[src/rtl/core/t2ndef_pkg.sv]
`timescale 1ns / 1ps
`default_nettype none
// ----------------------------------------------------------------------------
// t2ndef_pkg: shared types and constants
// Widths, default sizes and the result record of the Type 2 tag page counter.
// ----------------------------------------------------------------------------
package t2ndef_pkg;

  localparam int DUMP_MAX_BYTES = 1024;
  localparam int PAGE_W = 15;
  localparam int CFG_W = 10;
  localparam logic [CFG_W-1:0] MAX_PAGE_RESET = 10'd255;

  typedef struct packed {
    logic              valid;
    logic [PAGE_W-1:0] pages;
  } rslt_t;

endpackage
`default_nettype wire

[src/rtl/core/t2ndef_parser.sv]
`timescale 1ns / 1ps
`default_nettype none
// ----------------------------------------------------------------------------
// t2ndef_parser: CC and TLV parse state
// Updates the parse state once per transferred byte and flags the one result
// of each buffer together with its page count.
// ----------------------------------------------------------------------------
module t2ndef_parser #(
  parameter int DumpMaxBytes = t2ndef_pkg::DUMP_MAX_BYTES
) (
  input  wire                          clk,
  input  wire                          rst,
  input  wire                          step,
  input  wire [7:0]                    tag_byte,
  input  wire                          end_of_buffer,
  input  wire [t2ndef_pkg::CFG_W-1:0]  max_page_index,
  output t2ndef_pkg::rslt_t            rslt
);

  localparam logic [2:0] PH_MAGIC  = 3'd0;
  localparam logic [2:0] PH_CC     = 3'd1;
  localparam logic [2:0] PH_TYPE   = 3'd2;
  localparam logic [2:0] PH_LEN    = 3'd3;
  localparam logic [2:0] PH_LEN_HI = 3'd4;
  localparam logic [2:0] PH_LEN_LO = 3'd5;
  localparam logic [2:0] PH_SKIP   = 3'd6;

  localparam logic [7:0] CC_MAGIC     = 8'hE1;
  localparam logic [7:0] TLV_NULL     = 8'h00;
  localparam logic [7:0] TLV_NDEF     = 8'h03;
  localparam logic [7:0] TLV_TERM     = 8'hFE;
  localparam logic [7:0] TLV_LONG_LEN = 8'hFF;
  localparam logic [16:0] DUMP_MAX    = 17'(DumpMaxBytes);

  localparam int PW = t2ndef_pkg::PAGE_W;

  logic [15:0] byte_position, byte_position_next;
  logic [2:0]  parse_phase, parse_phase_next;
  logic        tlv_is_ndef, tlv_is_ndef_next;
  logic [7:0]  len_high, len_high_next;
  logic [15:0] skip_remaining, skip_remaining_next;
  logic        answer_given, answer_given_next;

  logic        got;
  logic        len_done;
  logic [15:0] len_value;
  logic [15:0] skip_dec;
  logic [16:0] end_bytes;
  logic [16:0] need;
  logic [16:0] need_round;
  logic [16:0] term_sum;
  logic [PW-1:0] ndef_count;
  logic [PW-1:0] cap;
  logic [PW-1:0] ans;

  always_comb begin
    len_value  = (parse_phase == PH_LEN_LO) ? {len_high, tag_byte} : {8'd0, tag_byte};
    end_bytes  = {1'b0, byte_position} + 17'd1 + {1'b0, len_value};
    need       = (end_bytes > DUMP_MAX) ? DUMP_MAX : end_bytes;
    need_round = need + 17'd3;
    ndef_count = need_round[16:2];
    cap        = (max_page_index >= 10'd2) ?
                 PW'(max_page_index - 10'd2) : '0;
    term_sum   = {1'b0, byte_position} + 17'd4;
    skip_dec   = (skip_remaining != 16'd0) ? skip_remaining - 16'd1 : 16'd0;
  end

  always_comb begin
    byte_position_next  = byte_position;
    parse_phase_next    = parse_phase;
    tlv_is_ndef_next    = tlv_is_ndef;
    len_high_next       = len_high;
    skip_remaining_next = skip_remaining;
    answer_given_next   = answer_given;
    got                 = 1'b0;
    len_done            = 1'b0;
    ans                 = '0;

    if (!answer_given) begin
      case (parse_phase)
        PH_MAGIC: begin
          if (tag_byte != CC_MAGIC) got = 1'b1;
          else parse_phase_next = PH_CC;
        end
        PH_CC: begin
          if (byte_position >= 16'd3) parse_phase_next = PH_TYPE;
        end
        PH_TYPE: begin
          if (tag_byte == TLV_TERM) begin
            ans = term_sum[16:2];
            got = 1'b1;
          end else if (tag_byte != TLV_NULL) begin
            tlv_is_ndef_next = (tag_byte == TLV_NDEF);
            parse_phase_next = PH_LEN;
          end
        end
        PH_LEN: begin
          if (tag_byte == TLV_LONG_LEN) parse_phase_next = PH_LEN_HI;
          else len_done = 1'b1;
        end
        PH_LEN_HI: begin
          len_high_next    = tag_byte;
          parse_phase_next = PH_LEN_LO;
        end
        PH_LEN_LO: begin
          len_done  = 1'b1;
        end
        PH_SKIP: begin
          skip_remaining_next = skip_dec;
          if (skip_dec == 16'd0) parse_phase_next = PH_TYPE;
        end
        default: begin
          parse_phase_next = PH_TYPE;
        end
      endcase

      if (len_done) begin
        if (tlv_is_ndef) begin
          ans = (ndef_count > cap) ? cap : ndef_count;
          got = 1'b1;
        end else if (len_value == 16'd0) begin
          parse_phase_next = PH_TYPE;
        end else begin
          skip_remaining_next = len_value;
          parse_phase_next    = PH_SKIP;
        end
      end

      if (!got && end_of_buffer) begin
        ans = '0;
        got = 1'b1;
      end
      if (got) answer_given_next = 1'b1;
    end

    if (byte_position != 16'hFFFF) byte_position_next = byte_position + 16'd1;

    if (end_of_buffer) begin
      byte_position_next  = '0;
      parse_phase_next    = PH_MAGIC;
      tlv_is_ndef_next    = 1'b0;
      len_high_next       = '0;
      skip_remaining_next = '0;
      answer_given_next   = 1'b0;
    end
  end

  always_ff @(posedge clk) begin
    if (rst) begin
      byte_position  <= '0;
      parse_phase    <= PH_MAGIC;
      tlv_is_ndef    <= 1'b0;
      len_high       <= '0;
      skip_remaining <= '0;
      answer_given   <= 1'b0;
    end else if (step) begin
      byte_position  <= byte_position_next;
      parse_phase    <= parse_phase_next;
      tlv_is_ndef    <= tlv_is_ndef_next;
      len_high       <= len_high_next;
      skip_remaining <= skip_remaining_next;
      answer_given   <= answer_given_next;
    end
  end

  assign rslt.valid = step & got;
  assign rslt.pages = ans;

endmodule
`default_nettype wire

[src/rtl/core/t2ndef_out_reg.sv]
`timescale 1ns / 1ps
`default_nettype none
// ----------------------------------------------------------------------------
// t2ndef_out_reg: result register
// Holds one page count until the receiver takes it; frees itself on transfer.
// ----------------------------------------------------------------------------
module t2ndef_out_reg (
  input  wire                            clk,
  input  wire                            rst,
  input  t2ndef_pkg::rslt_t              rslt,
  output logic                           load_ok,
  output logic                           out_valid,
  input  wire                            out_ready,
  output logic [t2ndef_pkg::PAGE_W-1:0]  pages_needed
);

  assign load_ok = !out_valid || out_ready;

  always_ff @(posedge clk) begin
    if (rst) begin
      out_valid <= 1'b0;
    end else if (load_ok) begin
      out_valid <= rslt.valid;
    end
  end

  always_ff @(posedge clk) begin
    if (load_ok && rslt.valid) begin
      pages_needed <= rslt.pages;
    end
  end

endmodule
`default_nettype wire

[src/rtl/core/type2_tag_ndef_page_count.sv]
`timescale 1ns / 1ps
`default_nettype none
// ----------------------------------------------------------------------------
// type2_tag_ndef_page_count: NDEF page count of a Type 2 tag dump
// Feed the dump one byte per transfer on the input channel, starting at the
// first byte of the capability-container page; end_of_buffer marks the last
// byte. Each buffer yields exactly one pages_needed on the output channel,
// 0 when the CC magic is wrong or no terminator or NDEF TLV is found.
// The result appears in the cycle after the byte that decides it, from a
// result register. One byte is taken every cycle; in_ready drops only while
// a result sits in the register and out_ready is low, so a stalled receiver
// holds the input side off until it takes the result.
// Bytes after the answer are consumed without output until end_of_buffer,
// which rearms the parser for the next buffer.
// The config channel writes max_page_index (the NDEF count is capped at
// max_page_index - 2); cfg_ready is always high. Write it only when idle.
// Reset clears the parse state, empties the result register and sets
// max_page_index to 255.
// ----------------------------------------------------------------------------
module type2_tag_ndef_page_count #(
  parameter int DumpMaxBytes = t2ndef_pkg::DUMP_MAX_BYTES
) (
  input  wire                            clk,
  input  wire                            rst,
  input  wire                            in_valid,
  output logic                           in_ready,
  input  wire [7:0]                      tag_byte,
  input  wire                            end_of_buffer,
  output logic                           out_valid,
  input  wire                            out_ready,
  output logic [t2ndef_pkg::PAGE_W-1:0]  pages_needed,
  input  wire                            cfg_valid,
  output logic                           cfg_ready,
  input  wire [t2ndef_pkg::CFG_W-1:0]    cfg_data
);

  logic [t2ndef_pkg::CFG_W-1:0] max_page_index;
  t2ndef_pkg::rslt_t            rslt;
  logic                         load_ok;

  assign cfg_ready = 1'b1;
  assign in_ready  = load_ok;

  always_ff @(posedge clk) begin
    if (rst) begin
      max_page_index <= t2ndef_pkg::MAX_PAGE_RESET;
    end else if (cfg_valid) begin
      max_page_index <= cfg_data;
    end
  end

  t2ndef_parser #(
    .DumpMaxBytes(DumpMaxBytes)
  ) u_parser (
    .clk            (clk),
    .rst            (rst),
    .step           (in_valid && load_ok),
    .tag_byte       (tag_byte),
    .end_of_buffer  (end_of_buffer),
    .max_page_index (max_page_index),
    .rslt           (rslt)
  );

  t2ndef_out_reg u_out (
    .clk          (clk),
    .rst          (rst),
    .rslt         (rslt),
    .load_ok      (load_ok),
    .out_valid    (out_valid),
    .out_ready    (out_ready),
    .pages_needed (pages_needed)
  );

endmodule
`default_nettype wire

[config.mk]
export PLATFORM = sky130hd
export DESIGN_NAME = type2_tag_ndef_page_count
export DESIGN_NICKNAME = d
export VERILOG_FILES = /design/src/rtl/core/t2ndef_pkg.sv /design/src/rtl/core/t2ndef_parser.sv /design/src/rtl/core/t2ndef_out_reg.sv /design/src/rtl/core/type2_tag_ndef_page_count.sv
export SDC_FILE = /design/constraint.sdc
export NUM_CORES = 1
export LEC_CHECK = 0
export BUFFER_PORTS_ARGS = -buffer_cell sky130_fd_sc_hd__buf_2
export CELL_PAD_IN_SITES_DETAIL_PLACEMENT = 1
export CELL_PAD_IN_SITES_GLOBAL_PLACEMENT = 1
export CORE_ASPECT_RATIO = 0.5
export CORE_UTILIZATION = 49
export DETAILED_ROUTE_END_ITERATION = 6
export HOLD_SLACK_MARGIN = 0.06
export PLACE_DENSITY_LB_ADDON = 0.1
export SLEW_MARGIN = 20
export SYNTH_ARGS = -nofsm -noshare
export SYNTH_HDL_FRONTEND = slang
export SYNTH_SLANG_ARGS = --single-unit
[constraint.sdc]
create_clock -name clk -period 8.3 [get_ports clk]
set_clock_uncertainty 0.2 [all_clocks]
set_input_delay 0.83 -clock clk [delete_from_list [all_inputs] [get_ports clk]]
set_output_delay 0.83 -clock clk [all_outputs]
set_load 0.02 [all_outputs]
==> results of run 1 <==
power breakdown:
part	internal (uW)	switching (uW)	total, uW
Clock	212	160	372
Combinational	39.9	77.0	117
Sequential	361	7.46	369
cell usage in the layout (no fill, tap or decap), types with 8 or more instances in the layout:
| cell | netlist | routed |
|---|---|---|
| a21o_1 | 11 | 11 |
| a21oi_1 | 52 | 52 |
| a22oi_1 | 25 | 25 |
| and2_1 | 9 | 9 |
| buf_2 | 2 | 40 |
| clkbuf_16 | 0 | 9 |
| dfxtp_1 | 56 | 56 |
| edfxtp_1 | 15 | 15 |
| ha_1 | 34 | 34 |
| inv_1 | 20 | 20 |
| mux2i_1 | 11 | 11 |
| nand2_1 | 84 | 84 |
| nand2b_1 | 8 | 8 |
| nand3_1 | 26 | 26 |
| nand4_1 | 9 | 9 |
| nor2_1 | 89 | 89 |
| nor3_1 | 22 | 21 |
| nor4_1 | 13 | 13 |
| o21ai_0 | 44 | 44 |
| o21ai_1 | 9 | 9 |
| or3_1 | 11 | 11 |
| xnor2_1 | 32 | 32 |
| xor2_1 | 24 | 24 |
synthesized netlist by cell type (all sizes together) (14+ instances only):
cell type	instances
nor2	89
nand2	85
dfxtp	56
o21ai	53
a21oi	52
clkbuf	39
ha	34
xnor2	32
nand3	26
a22oi	25
xor2	24
nor3	23
inv	20
edfxtp	15
nor4	14
cell type report:
class                   count  area, sq um  share of cell area, %
clock buffers              10          239                   3.74
clock inverters             6         42.5                  0.665
inverters                  21         78.8                   1.23
multi-input cells         637         4050                   63.3
flip-flops and latches     71         1570                   24.6
well taps                 159          199                   3.11
repair buffers             42          215                   3.37
cell families after synthesis:
kind of cell	share of synthesized area [%]
AND/OR/NAND/NOR	27.6
adder cells (fa/ha/maj)	8.12
AO/OA/AOI/OAI	22.4
XOR/XNOR	8.37
other	0.128
flip-flops	26.8
buffers and inverters	4.59
multiplexers	1.88
worst paths after layout:
| check | to | slack, ps | depth (start not counted) |
|---|---|---|---|
| worst max register to register | u_out.pages_needed[12]$_SDFFCE_PP0P_ | 2500 | 18 |
| worst min-delay path | u_parser.skip_remaining[4]$_SDFFE_PP0P_ | 310 | 2 |
| worst max-delay path | u_out.pages_needed[12]$_SDFFCE_PP0P_ | 2500 | 18 |
| worst min register to register | u_parser.skip_remaining[4]$_SDFFE_PP0P_ | 310 | 2 |
flip-flops by register name (all words and copies together) (netlist names):
name	count
u_out.pages_needed	15
u_parser.answer_given	1
u_out.out_valid	1
u_parser.skip_remaining	16
u_parser.parse_phase	3
u_parser.tlv_is_ndef	1
max_page_index	10
u_parser.len_high	8
u_parser.byte_position	16
per-stage QoR:
stage | power, uW | utilization [%] | hold WS, ps | std cells | area [sq um]
finish | 857 | 56.5 | 308 | 946 | 6390
CTS | 863 | 56.5 | 308 | 946 | 6390
global placement | 486 | 54.0 | 284 | 930 | 6110
floorplan | 451 | - | 258 | 776 | 5880
detailed placement | 491 | 54.0 | 299 | 930 | 6110
global route | 891 | 56.5 | 329 | 946 | 6390
metal layers:
metal,wire (um),share of wire (%),GRT usage [%]
met1,8690,47,40.3
met2,8480,46,51.5
met3,955,5.2,5.51
met4,343,1.9,9.12
met5,0,0,0
worst max-delay path: stages, from the launching register on:
cell and delay, ps:
dfxtp_1 670, and3b_1 670, and2_1 280, ha_1 330, a21o_1 260, a21o_1 190
a21oi_1 150, nand3_1 130, a211oi_4 440, nand4_1 270, ha_1 380, a21o_1 190
a21o_1 180, a21oi_1 150, nand3_1 100, a31o_2 220, nand2_1 370, or3_1 260
a21oi_1 90
==> summary.txt, run 1 <==
Pwr dens: 134 mW/mm^2
Synth area leaders: dfxtp_1 19%, edfxtp_1 7.7%, ha_1 7.3%, nor2_1 5.7%, nand2_1 5.4%
Drt wl/cell: 19.5 um
Final Hold Viols: 0
Area Overhead vs Synth: 9.14%
Netlist cell types: 75
Synthesized area: 0.00586 sq mm
Post-synthesis instance total: 771
Total track usage: 30.7%
Die width: 157 um
Critical Path Start: u_parser.parse_phase[2]$_SDFFE_PP0P_
# port buffers: 40
Initial antenna violation count: 0
Nets: 841
Worst-path clk slew: 60 ps
EDFF count, synth: 15
Slew headroom: 32.7%
Root Driver: clkbuf_16
Unrepaired setup endpoints after global routing: false
Crit path DAT: 5660 ps
Achievable Freq: 0.172 GHz
FP Rows: 27
Status: complete, no violations
1st-iter DRT viols: 480
Final worst slack: 2500 ps
Die Y: 79.3 um
Register area share after synthesis: 26.8%
Min-delay src: u_parser.skip_remaining[4]$_SDFFE_PP0P_
Required @ worst endpoint: 8160 ps
Top cell type by total area after synthesis: dfxtp_1
Tightest Pin Transition: 1010 ps
Layout cells sized above 1: 8.77%
Peak supply drop: 94.6 uV
CTS H-tree depth: 3
Final Cycle Share: 69.9%
Avg Cell Area, Syn: 7.60 sq um
Die ar.: 0.0124 sq mm
Final wirelength: 18.5 mm
Global-route wire length before repair: 29.6 mm
HP Class: flop to flop
Setup Buffers After CTS: 0
CTS Buf Count: 9
Detailed-route DRC error count: 0
Core box area: 0.0113 sq mm
Drt first pass iters: 5
GRT overflow: 0
IO Count: 42
Diode count: 0
Worst Setup End Kind: flop
CTS tree: built
Maxcap violations: 0
Max-slew violations: 0
Initial core utilization: 51.8%
Largest buffer count on any clock path: 2
Number of global-route vias before repair: 5,717
CTS sink count: 71
Largest net degree at the start of global routing: 34
FILL cells: 1,447
Kind of critical path: flop to flop
Drt via density: 6.19
Post-route ant nets: 0
CP Launch Type: flop
RR Startpoint: u_parser.parse_phase[2]$_SDFFE_PP0P_
Worst-Skew Late Latency: 340 ps
Final setup viols: 0
Synthesis-stage register bit count: 71
Pre-CTS setup slack: 2260 ps
Final worst path period need: 5800 ps
Ys flop type: dfxtp_1
Post-CTS resize count: 0
Synth top area share: 19.1%
GPL Wtd Cong: 0.865
Crit-path max FO: 18
Setup TNS: 0 ps
DP HPWL: 14.0 mm
Hold_buf cts: 0
Leak: 0.00249 uW
Total number of vias: 5,853
Synth async-reset ratio: 0%
YS warnings: 0
No activity file was read; power rests on OpenSTA's default activity.
==> run 2, diff against run 1 <==
--- a/config.mk
+++ b/config.mk
@@ -9,7 +9,7 @@
 export CELL_PAD_IN_SITES_DETAIL_PLACEMENT = 1
 export CELL_PAD_IN_SITES_GLOBAL_PLACEMENT = 1
 export CORE_ASPECT_RATIO = 0.5
-export CORE_UTILIZATION = 49
+export CORE_UTILIZATION = 46
 export DETAILED_ROUTE_END_ITERATION = 6
 export HOLD_SLACK_MARGIN = 0.06
 export PLACE_DENSITY_LB_ADDON = 0.1
==> constraint.sdc (replaced) <==
create_clock -name clk -period 5.4 [get_ports clk]
set_clock_uncertainty 0.2 [all_clocks]
set_input_delay 0.54 -clock clk [delete_from_list [all_inputs] [get_ports clk]]
set_output_delay 0.54 -clock clk [all_outputs]
set_load 0.02 [all_outputs]
==> summary.txt, run 2 (synthesis results as in run 1) <==
Status: complete, no violations
DP HPWL: 14.5 mm (+3.3%)
Largest buffer count on any clock path: 2 (unchanged)
CTS tree: built
RR Startpoint: u_parser.byte_position[0]$_SDFFE_PP0P_
Worst-Skew Late Latency: 350 ps (about the same)
Maxcap violations: 0 (unchanged)
Crit path DAT: 5150 ps (-510 ps)
1st-iter DRT viols: 380 (-21%)
Nets: 856 (+1.8%)
Drt via density: 6.11 (-1.2%)
Highest-count cells in the layout ignoring fill and taps: 89 x nor2_1, 84 x nand2_1, 56 x dfxtp_1
Flop pwr share: 40.7% (-2.3 points)
Worst Reg-to-Reg Cells: 24 (+6)
Initial core utilization: 48.3% (-3.4 points)
Largest net degree at the start of global routing: 34 (unchanged)
# port buffers: 40 (unchanged)
Placed Area: 0.00622 sq mm (+1.8%)
Final Hold Viols: 0 (unchanged)
Min-delay src: cfg_data[6]
Worst-path clk slew: 70 ps (about the same)
Die ar.: 0.0132 sq mm (+6.4%)
Slew headroom: 36.5% (+3.8 points)
Total number of vias: 5,911 (+0.99%)
Diode count: 0 (unchanged)
Final worst path period need: 5180 ps (-624 ps)
FILL cells: 1,585 (+9.5%)
Final wirelength: 19.2 mm (+4.1%)
Drt first pass iters: 6 (+1)
Total track usage: 29.9% (-0.85 points)
R2R setup slack: 220 ps (-2280 ps)
Initial antenna violation count: 0 (unchanged)
Die Y: 81.8 um (+3.1%)
FP Rows: 28 (+3.7%)
Leak: 0.00258 uW (+3.7%)
Achievable Freq: 0.193 GHz (+12%)
Required @ worst endpoint: 5380 ps (-2780 ps)
Comb pwr share: 13.9% (+0.3 points)
Peak supply drop: 138 uV (+46%)
Clock power share: 45.4% (+2.0 points)
Reg-to-reg endpoint: u_out.pages_needed[0]$_SDFFCE_PP0P_
Post-route ant nets: 0 (unchanged)
CTS sink count: 71 (unchanged)
Hold_buf cts: 0 (unchanged)
Number of global-route vias before repair: 5,812 (+1.7%)
Final Cycle Share: 95.9% (+26 points)
Kind of critical path: flop to flop
Max-slew violations: 0 (unchanged)
Most common cell after layout, fill and taps aside: nor2_1
Fin area: 0.00656 sq mm (+2.6%)
CTS Buf Count: 9 (unchanged)
GRT overflow: 0 (unchanged)
IO Count: 42 (unchanged)
Die width: 162 um (+3.2%)
Final hold slack: 206 ps (-103 ps)
Core box area: 0.0121 sq mm (+7.1%)
Drt wl/cell: 19.9 um (+1.8%)
CTS H-tree depth: 3 (unchanged)
Biggest regs: u_parser.byte_position: 16 flops, u_parser.skip_remaining: 16 flops, u_out.pages_needed: 15 flops
Layout cells sized above 1: 11.0% (+2.2 points)
Global-route wire length before repair: 30.6 mm (+3.3%)
Root Driver: clkbuf_16
Cell-internal power: 995 uW (+62%)
CP Launch Type: flop
Cells on Worst Hold Path: 3 (+1)
Detailed-route DRC error count: 0 (unchanged)
Worst Setup End Kind: flop
WHS Endpoint: max_page_index[6]$_SDFFE_PP1P_
Area Overhead vs Synth: 12.0%
Final setup viols: 0 (unchanged)
Crit-path max FO: 11 (-7)
Sw power: 395 uW (+61%)
HP Class: primary input to flop
GPL Wtd Cong: 0.879 (+1.7%)
Sw Ratio: 28.4% (-0.12 points)
Pwr dens: 212 mW/mm^2 (+58%)
Tightest Pin Transition: 952 ps (-56.6 ps)
run 2: cell types whose count changed in the layout (fill, tap and decap cells not counted):
cell | before | now
o22ai_2 | 0 | 2
o22ai_1 | 5 | 3
bufinv_16 | 0 | 1
clkinv_4 | 1 | 2
buf_6 | 0 | 1
fa_2 | 0 | 1
fa_1 | 1 | 0
buf_4 | 2 | 16
inv_6 | 2 | 1
clkinv_1 | 2 | 1
run 2: repair_timing:
item,in CTS,in global routing
gates resized for setup,0,4
endpoints found under the setup margin,0,7
buffers inserted,0,1
run 2: how the worst max path moves through the flow:
| stage | to | slack, ps | from |
|---|---|---|---|
| floorplan | u_out.pages_needed[8]$_SDFFCE_PP0P_ | 240 | tag_byte[0] |
| global placement | u_out.pages_needed[0]$_SDFFCE_PP0P_ | 100 | tag_byte[0] |
| detailed placement | u_out.pages_needed[2]$_SDFFCE_PP0P_ | -80 | tag_byte[0] |
| CTS | u_out.pages_needed[2]$_SDFFCE_PP0P_ | 220 | u_parser.byte_position[0]$_SDFFE_PP0P_ |
| global route | u_out.pages_needed[0]$_SDFFCE_PP0P_ | -40 | u_parser.parse_phase[1]$_SDFFE_PP0P_ |
| finish | u_out.pages_needed[0]$_SDFFCE_PP0P_ | 220 | u_parser.byte_position[0]$_SDFFE_PP0P_ |
run 2: layer usage:
layer | wire length, um | vias up | GRT usage (%)
met5 | 0 | - | 0
met4 | 306 | 0 | 8.77
met3 | 810 | 27 | 4.60
met2 | 8810 | 137 | 50.8
met1 | 9290 | 2898 | 39.6
li1 | - | 2849 | -
run 2: stage by stage:
step	setup TNS, ps	std cells	util [%]	setup slack (ps)	total power [uW]
final	0	967	54.1	224	1390
after global routing	-37.3	967	54.1	-35.8	1440
after CTS	0	966	53.9	216	1390
after detailed placement	-319	950	51.4	-80.1	762
after global placement	0	950	51.4	102	754
after floorplan	0	776	-	242	692
run 2: cell type report:
type                            instances  area, sq um  share of cell area [%]
Clock inverter                          6         68.8                    1.05
Tap cell                              165          206                    3.15
Clock buffer                           10          239                    3.64
Multi-Input combinational cell        637         4060                    61.9
Timing Repair Buffer                   57          332                    5.06
Sequential cell                        71         1570                    24.0
Inverter                               21         78.8                    1.20
run 2: critical path, cell delays in order, from the launching register on:
cell	delay, ps
dfxtp_1	350
inv_1	70
ha_1	160
inv_1	60
fa_2	370
a21o_1	190
a22o_1	220
nor2_1	110
xnor2_1	90
or4_1	520
nor4_2	320
o211a_4	240
nand2_4	80
nor2_1	150
ha_1	260
nor2b_1	150
o21ai_0	150
nand2b_1	80
a21oi_1	140
o21ai_0	110
a31o_2	260
nand2_1	100
buf_6	170
nand4_4	180
o22ai_1	240
run 2: power by group through the flow:
stage	Sequential [uW]	Combinational [uW]	Clock [uW]
floorplan	583	110	0
CTS	566	186	637
finish	566	193	631
global route	567	208	663
global placement	577	177	0
detailed placement	578	184	0
